==> src/hdl/fue_pkg.sv <==
// ----------------------------------------------------------------------------
// fue_pkg
// Types, constants and byte-classification and byte-coding functions for the form encoder.
// ----------------------------------------------------------------------------
package fue_pkg;

  localparam int unsigned QUEUE_DEPTH_DEF = 4;

  localparam logic [7:0] CH_CR    = 8'h0D;
  localparam logic [7:0] CH_LF    = 8'h0A;
  localparam logic [7:0] CH_SPACE = 8'h20;
  localparam logic [7:0] CH_PLUS  = 8'h2B;
  localparam logic [7:0] CH_PCT   = 8'h25;

  localparam int unsigned IDX_W    = 3;
  localparam logic [IDX_W-1:0] BRK_LAST = 3'd5;
  localparam logic [IDX_W-1:0] HEX_LAST = 3'd2;

  typedef enum logic [1:0] {
    K_NONE  = 2'd0,
    K_BYTE  = 2'd1,
    K_BREAK = 2'd2,
    K_HEX   = 2'd3
  } kind_t;

  typedef struct packed {
    logic       pre_break;
    kind_t      kind;
    logic [7:0] data;
    logic       fin;
  } cmd_t;

  function automatic logic is_plain(input logic [7:0] c);
    logic r;
    r = 1'b0;
    if (c >= 8'h41 && c <= 8'h5A) r = 1'b1;
    if (c >= 8'h61 && c <= 8'h7A) r = 1'b1;
    if (c >= 8'h30 && c <= 8'h39) r = 1'b1;
    unique case (c)
      8'h21, 8'h27, 8'h28, 8'h29, 8'h2A, 8'h2D, 8'h2E, 8'h5F, 8'h7E: r = 1'b1;
      default: ;
    endcase
    return r;
  endfunction

  function automatic logic [7:0] hex_digit(input logic [3:0] n);
    logic [7:0] r;
    if (n < 4'd10) r = 8'h30 + {4'd0, n};
    else           r = 8'h37 + {4'd0, n};
    return r;
  endfunction

  function automatic logic [7:0] brk_byte(input logic [IDX_W-1:0] i);
    logic [7:0] r;
    unique case (i)
      3'd0, 3'd3: r = CH_PCT;
      3'd1, 3'd4: r = 8'h30;
      3'd2:       r = 8'h44;
      default:    r = 8'h41;
    endcase
    return r;
  endfunction

endpackage

==> src/hdl/fue_front.sv <==
// ----------------------------------------------------------------------------
// fue_front
// Accepts text bytes, tracks a held CR and turns each other byte into a command.
// ----------------------------------------------------------------------------
module fue_front (
  input  logic          clk,
  input  logic          rst_n,
  input  logic          in_valid,
  output logic          in_ready,
  input  logic [7:0]    in_text_byte,
  input  logic          in_final_byte,
  input  logic          q_full,
  output logic          q_wr,
  output fue_pkg::cmd_t q_wdata
);
  import fue_pkg::*;

  logic  pending_cr_r, pending_cr_nxt;
  logic  accept;
  logic  pre;
  kind_t kind;
  logic [7:0] data;

  assign in_ready = ~q_full;
  assign accept   = in_valid & in_ready;
  assign pre      = pending_cr_r & (in_text_byte != CH_LF);

  always_comb begin
    data = in_text_byte;
    if (in_text_byte == CH_CR) begin
      kind = in_final_byte ? K_BREAK : K_NONE;
    end else if (in_text_byte == CH_LF) begin
      kind = K_BREAK;
    end else if (is_plain(in_text_byte)) begin
      kind = K_BYTE;
    end else if (in_text_byte == CH_SPACE) begin
      kind = K_BYTE;
      data = CH_PLUS;
    end else begin
      kind = K_HEX;
    end
  end

  assign q_wdata.pre_break = pre;
  assign q_wdata.kind      = kind;
  assign q_wdata.data      = data;
  assign q_wdata.fin       = in_final_byte;
  assign q_wr              = accept & (pre | (kind != K_NONE));

  always_comb begin
    pending_cr_nxt = pending_cr_r;
    if (accept) pending_cr_nxt = (in_text_byte == CH_CR) & ~in_final_byte;
  end

  always_ff @(posedge clk) begin
    if (!rst_n) pending_cr_r <= 1'b0;
    else        pending_cr_r <= pending_cr_nxt;
  end

endmodule

==> src/hdl/fue_queue.sv <==
// ----------------------------------------------------------------------------
// fue_queue
// Short command queue between the front and back parts.
// ----------------------------------------------------------------------------
module fue_queue #(
  parameter int unsigned DEPTH = fue_pkg::QUEUE_DEPTH_DEF
) (
  input  logic          clk,
  input  logic          rst_n,
  input  logic          wr,
  input  fue_pkg::cmd_t wdata,
  output logic          full,
  input  logic          rd,
  output fue_pkg::cmd_t rdata,
  output logic          empty
);
  import fue_pkg::*;

  localparam int unsigned PW = (DEPTH > 1) ? $clog2(DEPTH) : 1;
  localparam int unsigned CW = $clog2(DEPTH + 1);
  localparam logic [PW-1:0] PTR_LAST = PW'(DEPTH - 1);
  localparam logic [CW-1:0] CNT_FULL = CW'(DEPTH);

  cmd_t          mem_r [DEPTH];
  logic [PW-1:0] wp_r, wp_nxt, rp_r, rp_nxt;
  logic [CW-1:0] cnt_r, cnt_nxt;
  logic          do_wr, do_rd;

  assign full  = (cnt_r == CNT_FULL);
  assign empty = (cnt_r == '0);
  assign do_wr = wr & ~full;
  assign do_rd = rd & ~empty;
  assign rdata = mem_r[rp_r];

  always_comb begin
    wp_nxt  = wp_r;
    rp_nxt  = rp_r;
    cnt_nxt = cnt_r;
    if (do_wr) wp_nxt = (wp_r == PTR_LAST) ? '0 : wp_r + 1'b1;
    if (do_rd) rp_nxt = (rp_r == PTR_LAST) ? '0 : rp_r + 1'b1;
    if (do_wr && !do_rd) cnt_nxt = cnt_r + 1'b1;
    else if (!do_wr && do_rd) cnt_nxt = cnt_r - 1'b1;
  end

  always_ff @(posedge clk) begin
    if (!rst_n) begin
      wp_r  <= '0;
      rp_r  <= '0;
      cnt_r <= '0;
    end else begin
      wp_r  <= wp_nxt;
      rp_r  <= rp_nxt;
      cnt_r <= cnt_nxt;
    end
  end

  always_ff @(posedge clk) begin
    if (do_wr) mem_r[wp_r] <= wdata;
  end

endmodule

==> src/hdl/fue_back.sv <==
// ----------------------------------------------------------------------------
// fue_back
// Expands the command at the queue head into output bytes, one per cycle while out_ready is high.
// ----------------------------------------------------------------------------
module fue_back (
  input  logic          clk,
  input  logic          rst_n,
  input  fue_pkg::cmd_t head,
  input  logic          q_empty,
  output logic          q_rd,
  output logic          out_valid,
  input  logic          out_ready,
  output logic [7:0]    out_coded_byte,
  output logic          out_run_end,
  output logic          out_text_end
);
  import fue_pkg::*;

  logic             main_r, main_nxt;
  logic [IDX_W-1:0] idx_r, idx_nxt;
  logic             valid_r, valid_nxt;
  logic [7:0]       byte_r;
  logic             run_end_r, text_end_r;
  logic             in_pre, fire, last;
  logic [7:0]       cur;

  assign in_pre = head.pre_break & ~main_r;
  assign fire   = ~q_empty & (~valid_r | out_ready);
  assign q_rd   = fire & last;

  always_comb begin
    cur  = brk_byte(idx_r);
    last = 1'b0;
    if (in_pre) begin
      last = (idx_r == BRK_LAST) & (head.kind == K_NONE);
    end else begin
      unique case (head.kind)
        K_BYTE: begin
          cur  = head.data;
          last = 1'b1;
        end
        K_BREAK: last = (idx_r == BRK_LAST);
        K_HEX: begin
          last = (idx_r == HEX_LAST);
          priority case (idx_r)
            3'd0:    cur = CH_PCT;
            3'd1:    cur = hex_digit(head.data[7:4]);
            default: cur = hex_digit(head.data[3:0]);
          endcase
        end
        default: last = 1'b1;
      endcase
    end
  end

  always_comb begin
    main_nxt  = main_r;
    idx_nxt   = idx_r;
    valid_nxt = valid_r & ~out_ready;
    if (fire) begin
      valid_nxt = 1'b1;
      if (last) begin
        main_nxt = 1'b0;
        idx_nxt  = '0;
      end else if (in_pre && idx_r == BRK_LAST) begin
        main_nxt = 1'b1;
        idx_nxt  = '0;
      end else begin
        idx_nxt = idx_r + 1'b1;
      end
    end
  end

  always_ff @(posedge clk) begin
    if (!rst_n) begin
      main_r  <= 1'b0;
      idx_r   <= '0;
      valid_r <= 1'b0;
    end else begin
      main_r  <= main_nxt;
      idx_r   <= idx_nxt;
      valid_r <= valid_nxt;
    end
  end

  always_ff @(posedge clk) begin
    if (fire) begin
      byte_r     <= cur;
      run_end_r  <= last;
      text_end_r <= last & head.fin;
    end
  end

  assign out_valid      = valid_r;
  assign out_coded_byte = byte_r;
  assign out_run_end    = run_end_r;
  assign out_text_end   = text_end_r;

endmodule

==> src/hdl/form_url_encoder_top.sv <==
// ----------------------------------------------------------------------------
// form_url_encoder_top
// Form (x-www-form-urlencoded) encoder, one text byte in, coded bytes out.
// ----------------------------------------------------------------------------
// Input channel: in_text_byte with in_final_byte marking the string's last
// byte, handshaken by in_valid/in_ready. Output channel: out_coded_byte with
// out_run_end on the last byte caused by an input and out_text_end on the
// last byte of the string, handshaken by out_valid/out_ready.
// The front classifies each byte and queues a command; the back expands it
// at one output byte per cycle while out_ready is high and the queue is not
// empty. A plain byte or space gives one output byte, an escaped byte three,
// a line break six, a break before another byte 6 to 12; a CR that is not
// final is held and gives nothing until the next byte settles it. The back's
// single output register sets the sustained rate; each command passes through
// the queue and then that register. The queue holds QUEUE_DEPTH commands, so
// the front keeps accepting while the receiver stalls until the queue fills;
// then in_ready drops. Reset clears the held CR, queue and output valid flag.
// ----------------------------------------------------------------------------
module form_url_encoder_top #(
  parameter int unsigned QUEUE_DEPTH = fue_pkg::QUEUE_DEPTH_DEF
) (
  input  logic       clk,
  input  logic       rst_n,
  input  logic       in_valid,
  output logic       in_ready,
  input  logic [7:0] in_text_byte,
  input  logic       in_final_byte,
  output logic       out_valid,
  input  logic       out_ready,
  output logic [7:0] out_coded_byte,
  output logic       out_run_end,
  output logic       out_text_end
);
  import fue_pkg::*;

  cmd_t q_wdata, q_rdata;
  logic q_wr, q_rd, q_full, q_empty;

  fue_front u_front (
    .clk           (clk),
    .rst_n         (rst_n),
    .in_valid      (in_valid),
    .in_ready      (in_ready),
    .in_text_byte  (in_text_byte),
    .in_final_byte (in_final_byte),
    .q_full        (q_full),
    .q_wr          (q_wr),
    .q_wdata       (q_wdata)
  );

  fue_queue #(.DEPTH(QUEUE_DEPTH)) u_queue (
    .clk   (clk),
    .rst_n (rst_n),
    .wr    (q_wr),
    .wdata (q_wdata),
    .full  (q_full),
    .rd    (q_rd),
    .rdata (q_rdata),
    .empty (q_empty)
  );

  fue_back u_back (
    .clk            (clk),
    .rst_n          (rst_n),
    .head           (q_rdata),
    .q_empty        (q_empty),
    .q_rd           (q_rd),
    .out_valid      (out_valid),
    .out_ready      (out_ready),
    .out_coded_byte (out_coded_byte),
    .out_run_end    (out_run_end),
    .out_text_end   (out_text_end)
  );

endmodule

==> config.mk <==
export PLATFORM = sky130hd
export DESIGN_NAME = form_url_encoder_top
export DESIGN_NICKNAME = d
export VERILOG_FILES = /design/src/hdl/fue_pkg.sv /design/src/hdl/fue_front.sv /design/src/hdl/fue_queue.sv /design/src/hdl/fue_back.sv /design/src/hdl/form_url_encoder_top.sv
export SDC_FILE = /design/constraint.sdc
export NUM_CORES = 1
export LEC_CHECK = 0
export CAP_MARGIN = 20
export CORE_ASPECT_RATIO = 0.6
export CORE_UTILIZATION = 41
export CTS_CLUSTER_SIZE = 14
export DETAILED_ROUTE_END_ITERATION = 6
export DONT_BUFFER_PORTS = 1
export SLEW_MARGIN = 20
export SYNTH_ARGS = -nofsm -noshare
export SYNTH_HDL_FRONTEND = slang
export SYNTH_SLANG_ARGS = --single-unit
==> constraint.sdc <==
create_clock -name clk -period 4.9 [get_ports clk]
set_input_delay 0.245 -clock clk [delete_from_list [all_inputs] [get_ports clk]]
set_output_delay 0.245 -clock clk [all_outputs]
set_load 0.01 [all_outputs]
==> metrics.cfg, run 1 <==
[logic_synthesis]
synth_edf_count = 58
syn_nets = 328
ys_ff_latch = 73
yosys_warnings = 0
yosysSeqAreaShare_pct = 54.1
async_reset_ff_share_pct = 0
syn-cell-area_sq_um = 3770
ys.flop_type = edfxtp_1
avgSynthCellArea_sq_um = 12.5
synth_cells = 301
synth_cell_types = 61

[timing]
fin_crit_ns = 3.21
hold_viol_final = 0
tightestPinTransition_ns = 0.775
clock-skew-final_ns = 0.00571
relSlewSlack_pct = 48.3
min_period_over_period_pct = 65.5
fin_ws_ns = 1.69
fin_tns_setup_ns = 0
slew_viol_final = 0
rsz0062_at_grt = no
final.hold.worst_slack_ns = 0.0427
fmaxAchievable_mhz = 311
setup_viol = 0

[clock_network]
clock_latency_ns = 0.33
clockRootBuffer = clkbuf_16
h-tree-depth = 3
clk_pin_slew_worst_paths_ns = 0.05
ctsHoldBuffers = 6
cts_tree = yes
cts_setup_buffers = 0
clockBufferDepth = 2
cts_num_sinks = 73
cts_resized = 0
numCtsBuffers = 9

[floorplanning]
die_x_um = 126
rows = 26
initial_core_util_pct = 43.3
coreArea_sq_um = 8720
dieHeight_um = 76.3
die_area_sq_um = 9600
num_io_pins = 25

[route]
finalWirelength_um = 6960
dr.pass1.iters = 4
drtIter0Drc = 138
ant_nets = 0
vias_per_cell = 5.52
wl_per_cell_um = 16.6
drc = 0
num_vias = 2311

[grt]
grt_start_max_net_pins = 20
grt_overflow_total = 0
grt_pass1_wl_um = 11500
groute.usage.overall_pct = 16.0
antenna_found_initial = 0
grt_pass1_vias = 2271

[power_and_ir_drop]
power_frac_seq_pct = 41.6
peakVddDrop_v = 0.000171
net-switching-power_mw = 0.698
p_leak_nw = 1.40
p_per_area_nw_per_um2 = 522
p_clk_share_pct = 29.0
p_sw_share_pct = 32.1
p_int_mw = 1.48
combPwrFrac_pct = 29.4

[worst_setup_path]
worstSetupPathType = reg -> reg
rr_worst_depth = 11
worst-path-max-fanout = 12
setup.worst_path.end = u_queue.cnt_r[2]
timing.rr.end = u_queue.cnt_r[2]
end_kind = flop
startpoint_type = flop
critPathArrivalTime_ns = 3.46
crit_required_ns = 5.15
r2r_slack_ns = 1.69

[placement]
hpwl_um = 5060
pre_cts_slack_ns = 1.64
postPlaceCellArea_sq_um = 3820
gp_congestion = 0.860
portBuffers = 0
dp.cells = 397

[cells_and_area]
final_cells = 419
syn_to_final_growth_pct = 10.5
diodes = 0
final_area_sq_um = 4170
nNetsFinal = 329
final_common_cell = edfxtp_1
nFillCells = 790
drive_above_1_share_pct = 14.3
final_cell_mix = edfxtp_1, nand2_1, inv_1

[flow_run]
maxCapViolations = 0

[worst_hold_path]
worst_hold_path_type = in -> reg

[outcome]
status = complete, no violations

cell type report:
cell class	count	area, sq um	area share, %
flip-flops and latches	73	2040	49.0
clock buffers	11	233	5.58
clock inverters	5	55.1	1.32
inverters	18	67.6	1.62
well taps	112	140	3.36
multi-input cells	192	1560	37.4
repair buffers	8	75.1	1.80
layer usage:
layer | wire [um] | vias to the layer above | global-route usage [%]
met3 | 344 | 11 | 5.41
met1 | 3630 | 1116 | 22.4
li1 | - | 1126 | -
met2 | 2900 | 58 | 23.0
met4 | 86 | 0 | 5.42
met5 | 0 | - | 0
critical path, cell delays in order, from the launching register on:
cell,delay (ns)
dfxtp_1,0.70
buf_4,0.34
mux2_2,0.39
o22ai_4,0.20
a31oi_2,0.07
a211o_1,0.39
ha_1,0.26
inv_1,0.07
fa_1,0.18
xor2_1,0.07
or3_1,0.30
a21boi_0,0.17
power by group through the flow:
stage | registers [mW] | clock network (mW) | logic [mW]
2_1_floorplan | 0.892 | 0 | 0.539
5_1_grt | 0.924 | 0.667 | 0.713
4_1_cts | 0.909 | 0.649 | 0.641
3_5_place_dp | 0.921 | 0 | 0.632
6_report | 0.906 | 0.631 | 0.639
3_3_place_gp | 0.920 | 0 | 0.627
stage by stage:
| step | power [mW] | utilization, % |
|---|---|---|
| after global placement | 1.55 | 43.8 |
| after floorplan | 1.43 | - |
| after detailed placement | 1.55 | 43.8 |
| after global routing | 2.30 | 47.8 |
| final | 2.18 | 47.8 |
| after CTS | 2.20 | 47.8 |
kinds of logic after synthesis:
family	synth area share, %
flops	54.1
simple gates	12.3
compound gates	11.8
buf+inv	4.58
fa+ha+maj	4.84
mux	11.4
xor+xnor	0.929
worst min path at each step:
stage	startpoint	endpoint	slack (ns)	cells after the start
6_report	rst_n	u_queue.cnt_r[0]	0.04	1
5_1_grt	rst_n	u_queue.wp_r[0]	0.04	1
2_1_floorplan	in_final_byte	u_queue.mem_r[0][0]	0.34	0
3_5_place_dp	in_final_byte	u_queue.mem_r[3][0]	0.34	0
3_3_place_gp	in_final_byte	u_queue.mem_r[2][0]	0.34	0
4_1_cts	rst_n	u_queue.cnt_r[0]	0.03	1
synthesized netlist by cell type, types with 6 or more instances:
library cell / instances / area share [%]
inv_1: 18 / 1.8
o21ai_0: 12 / 1.6
dfxtp_1: 15 / 8.0
ha_1: 13 / 4.3
nand2_1: 20 / 2.0
clkbuf_1: 10 / 1.0
nor3_1: 6 / 0.80
o22ai_1: 7 / 1.2
edfxtp_1: 58 / 46
nor2_1: 12 / 1.2
a21oi_1: 12 / 1.6
mux2i_1: 12 / 3.2
and2_1: 9 / 1.5
mux4_2: 11 / 6.6
sequential cells by signal (all words and copies together) (netlist names), named ones only:
| name | cells |
|---|---|
| u_back.idx_r | 3 |
| u_back.main_r | 1 |
| u_back.out_coded_byte | 8 |
| u_back.out_run_end | 1 |
| u_back.out_text_end | 1 |
| u_back.out_valid | 1 |
| u_front.pending_cr_r | 1 |
| u_queue.cnt_r | 3 |
| u_queue.mem_r | 48 |
| u_queue.rp_r | 2 |
| u_queue.wp_r | 2 |
No activity file was read; power rests on OpenSTA's default activity.
==> run 2, diff against run 1 <==
- ABC_AREA: unset -> 1
- clock period: 4.9 -> 2.95 ns (I/O delays scaled with it)
==> metrics.cfg, run 2 <==
[timing]
fin_crit_ns = 2.59  ; -0.619 ns
clock-skew-final_ns = 0.00551  ; -0.000193 ns
relSlewSlack_pct = 64.5  ; +16 points
fmaxAchievable_mhz = 386  ; +24%
setup_viol = 0  ; unchanged
rsz0062_at_grt = no
hold_viol_final = 0  ; unchanged
tightestPinTransition_ns = 0.527  ; -0.247 ns
fin_tns_setup_ns = 0  ; unchanged
min_period_over_period_pct = 87.9  ; +22 points
slew_viol_final = 0  ; unchanged

[grt]
grt_pass1_wl_um = 13500  ; +17%
antenna_found_initial = 0  ; unchanged
grt_start_max_net_pins = 24  ; +20%
groute.usage.overall_pct = 18.4  ; +2.4 points
grt_overflow_total = 0  ; unchanged
grt_pass1_vias = 2689  ; +18%

[logic_synthesis]
synth_cell_types = 41  ; -33%
synth_edf_count = 58  ; unchanged
synth_simple_gate_area_share_pct = 24.8  ; +12 points
synth_cells = 426  ; +42%
synthMuxAreaShare_pct = 0  ; -11 points
synth_top_family_by_area = simple AND/OR/NAND/NOR gates
synth_top_area_share_pct = 45.5  ; -0.63 points
ys_top_cells_by_area = edfxtp_1, nand2_1, dfxtp_1, inv_1, nand3_1
avgSynthCellArea_sq_um = 8.98  ; -28%
synth.most_common_cell = nand2_1
syn_nets = 453  ; +38%
ys.flop_type = edfxtp_1
ys_top_cells_by_count = nand2_1, edfxtp_1, inv_1, nand3_1, nor2_1
async_reset_ff_share_pct = 0  ; unchanged
synth_top_area_cell = edfxtp_1
yosysSeqAreaShare_pct = 53.4  ; -0.74 points
synth-adder-area-share_pct = 4.78  ; -0.067 points
ys_ff_latch = 73  ; unchanged
synth_compound_area_share_pct = 8.28  ; -3.5 points
syn-cell-area_sq_um = 3820  ; +1.4%
yosys_warnings = 0  ; unchanged
synth-xor-area-share_pct = 0.458  ; -0.47 points

[power_and_ir_drop]
p_leak_nw = 1.74  ; +24%
p_per_area_nw_per_um2 = 972  ; +86%
peakVddDrop_v = 0.000363  ; +110%

[route]
num_vias = 2826  ; +22%
ant_nets = 0  ; unchanged
drc = 0  ; unchanged
drtIter0Drc = 209  ; +51%
finalWirelength_um = 8010  ; +15%
vias_per_cell = 5.11  ; -7.3%
wl_per_cell_um = 14.5  ; -13%
dr.pass1.iters = 4  ; unchanged

[clock_network]
clock_latency_ns = 0.34  ; about the same
clockRootBuffer = clkbuf_16
clockBufferDepth = 2  ; unchanged
cts_num_sinks = 73  ; unchanged
cts_tree = yes
numCtsBuffers = 9  ; unchanged
h-tree-depth = 3  ; unchanged
clk_pin_slew_worst_paths_ns = 0.05  ; about the same

[outcome]
status = complete, no violations

[worst_setup_path]
worstSetupPathType = reg -> reg
timing.rr.end = u_queue.cnt_r[2]
cp_cell_sequence = inv_4 -> nand2_1 -> nand3_1 -> nand2_1 -> nand2_1 -> o21bai_4 -> nand3_4 -> nand2_2 -> ha_1 -> inv_1 -> fa_1 -> a21oi_1 -> o21ai_0 -> o21ai_0 -> a21oi_1
rr_worst_depth = 15  ; +4
worst-path-max-fanout = 23  ; +11
crit_required_ns = 3.17  ; -1.98 ns
startpoint_type = flop
end_kind = flop
crit_family = simple AND/OR/NAND/NOR gates
crit_slowest_cell = dfxtp_2
slowest_delay_ns = 0.39  ; -0.31 ns
critPathArrivalTime_ns = 2.81  ; -0.65 ns
path_buf_inv = 2  ; unchanged
crit_path_frequent_cell = nand2_1
r2r_slack_ns = 0.36  ; -1.33 ns

[worst_hold_path]
hold_end = u_back.out_valid
min-delay-start = out_ready
worst_hold_path_type = in -> reg
holdPathStages = 3  ; +2

[cells_and_area]
drive_above_1_share_pct = 11.8  ; -2.5 points
diodes = 0  ; unchanged
regMostFlops = u_queue.mem_r
nNetsFinal = 464  ; +41%
final_cells = 553  ; +32%
syn_to_final_growth_pct = 11.4
final_cell_mix = nand2_1, edfxtp_1, inv_1
largest_reg_flops = 48  ; unchanged
final_common_cell = nand2_1

[floorplanning]
die_area_sq_um = 9730  ; +1.4%
die_x_um = 127  ; +0.68%
num_io_pins = 25  ; unchanged
initial_core_util_pct = 43.5  ; +0.28 points
dieHeight_um = 76.8  ; +0.67%
rows = 26  ; unchanged
coreArea_sq_um = 8780  ; +0.75%

[placement]
dp.cells = 531  ; +34%
portBuffers = 0  ; unchanged
hpwl_um = 5840  ; +15%
gp_congestion = 0.868  ; +0.98%

[flow_run]
maxCapViolations = 0  ; unchanged

-- run 2: how the worst max path moves through the flow --
stage | to | slack, ns | depth (start not counted)
finish | u_queue.cnt_r[2] | 0.36 | 15
global route | u_queue.cnt_r[2] | 0.04 | 15
CTS | u_queue.cnt_r[2] | 0.18 | 15
detailed placement | u_queue.cnt_r[2] | 0.22 | 15
global placement | u_queue.cnt_r[2] | 0.35 | 15
floorplan | u_queue.cnt_r[2] | 0.66 | 11
-- run 2: stage by stage --
| stage | power, mW | cell area [sq um] | setup WS (ns) | hold WS [ns] | util, % |
|---|---|---|---|---|---|
| global placement | 3.15 | 3940 | 0.349 | 0.247 | 44.8 |
| detailed placement | 3.20 | 3940 | 0.224 | 0.247 | 44.8 |
| CTS | 4.17 | 4260 | 0.183 | 0.0385 | 48.5 |
| global route | 4.48 | 4260 | 0.0401 | 0.0434 | 48.5 |
| floorplan | 2.85 | 3820 | 0.661 | 0.246 | - |
| finish | 4.14 | 4260 | 0.358 | 0.0475 | 48.5 |
-- run 2: routing by layer --
metal	global-route usage, %	up-vias	share of wire [%]	routed length, um
met4	5.71	0	0.92	74
li1	-	1436	-	-
met2	25.7	80	41	3320
met3	6.28	7	7.1	567
met1	26.5	1303	51	4050
met5	0	-	0	0
-- run 2: report_power, final --
| part | switching, mW | internal, mW | leakage, nW |
|---|---|---|---|
| Combinational | 1.11 | 0.545 | 0.965 |
| Sequential | 0.146 | 1.39 | 0.654 |
| Clock | 0.399 | 0.553 | 0.121 |
-- run 2: timing repair --
action / CTS / global route
endpoints found under the hold margin: 39 / 0
gates resized for setup: 0 / 1
setup buffers: 0 / 0
setup endpoints to repair: 0 / 2
hold buffers: 7 / 0
-- run 2: worst register-to-register path, delay by kind of cell (launching register included) --
kind                     cells  cell delay (ns)
buffers and inverters        2             0.27
adder cells (fa/ha/maj)      2             0.52
AND/OR/NAND/NOR              6             0.70
flip-flops                   1             0.39
AO/OA/AOI/OAI                5             0.59
-- run 2: kinds of logic after synthesis --
kind of cell,count (synthesis)
buf+inv,76
compound gates,55
xor+xnor,2
simple gates,206
flops,73
fa+ha+maj,14
-- run 2: area by class of cell --
cell class	instances	area, sq um
sequential	73	2040
inverter	61	231
fill	820	4520
clock inverter	5	23.8
timing repair buffer	15	130
tap	112	140
multi-input combinational	277	1470
clock buffer	10	229
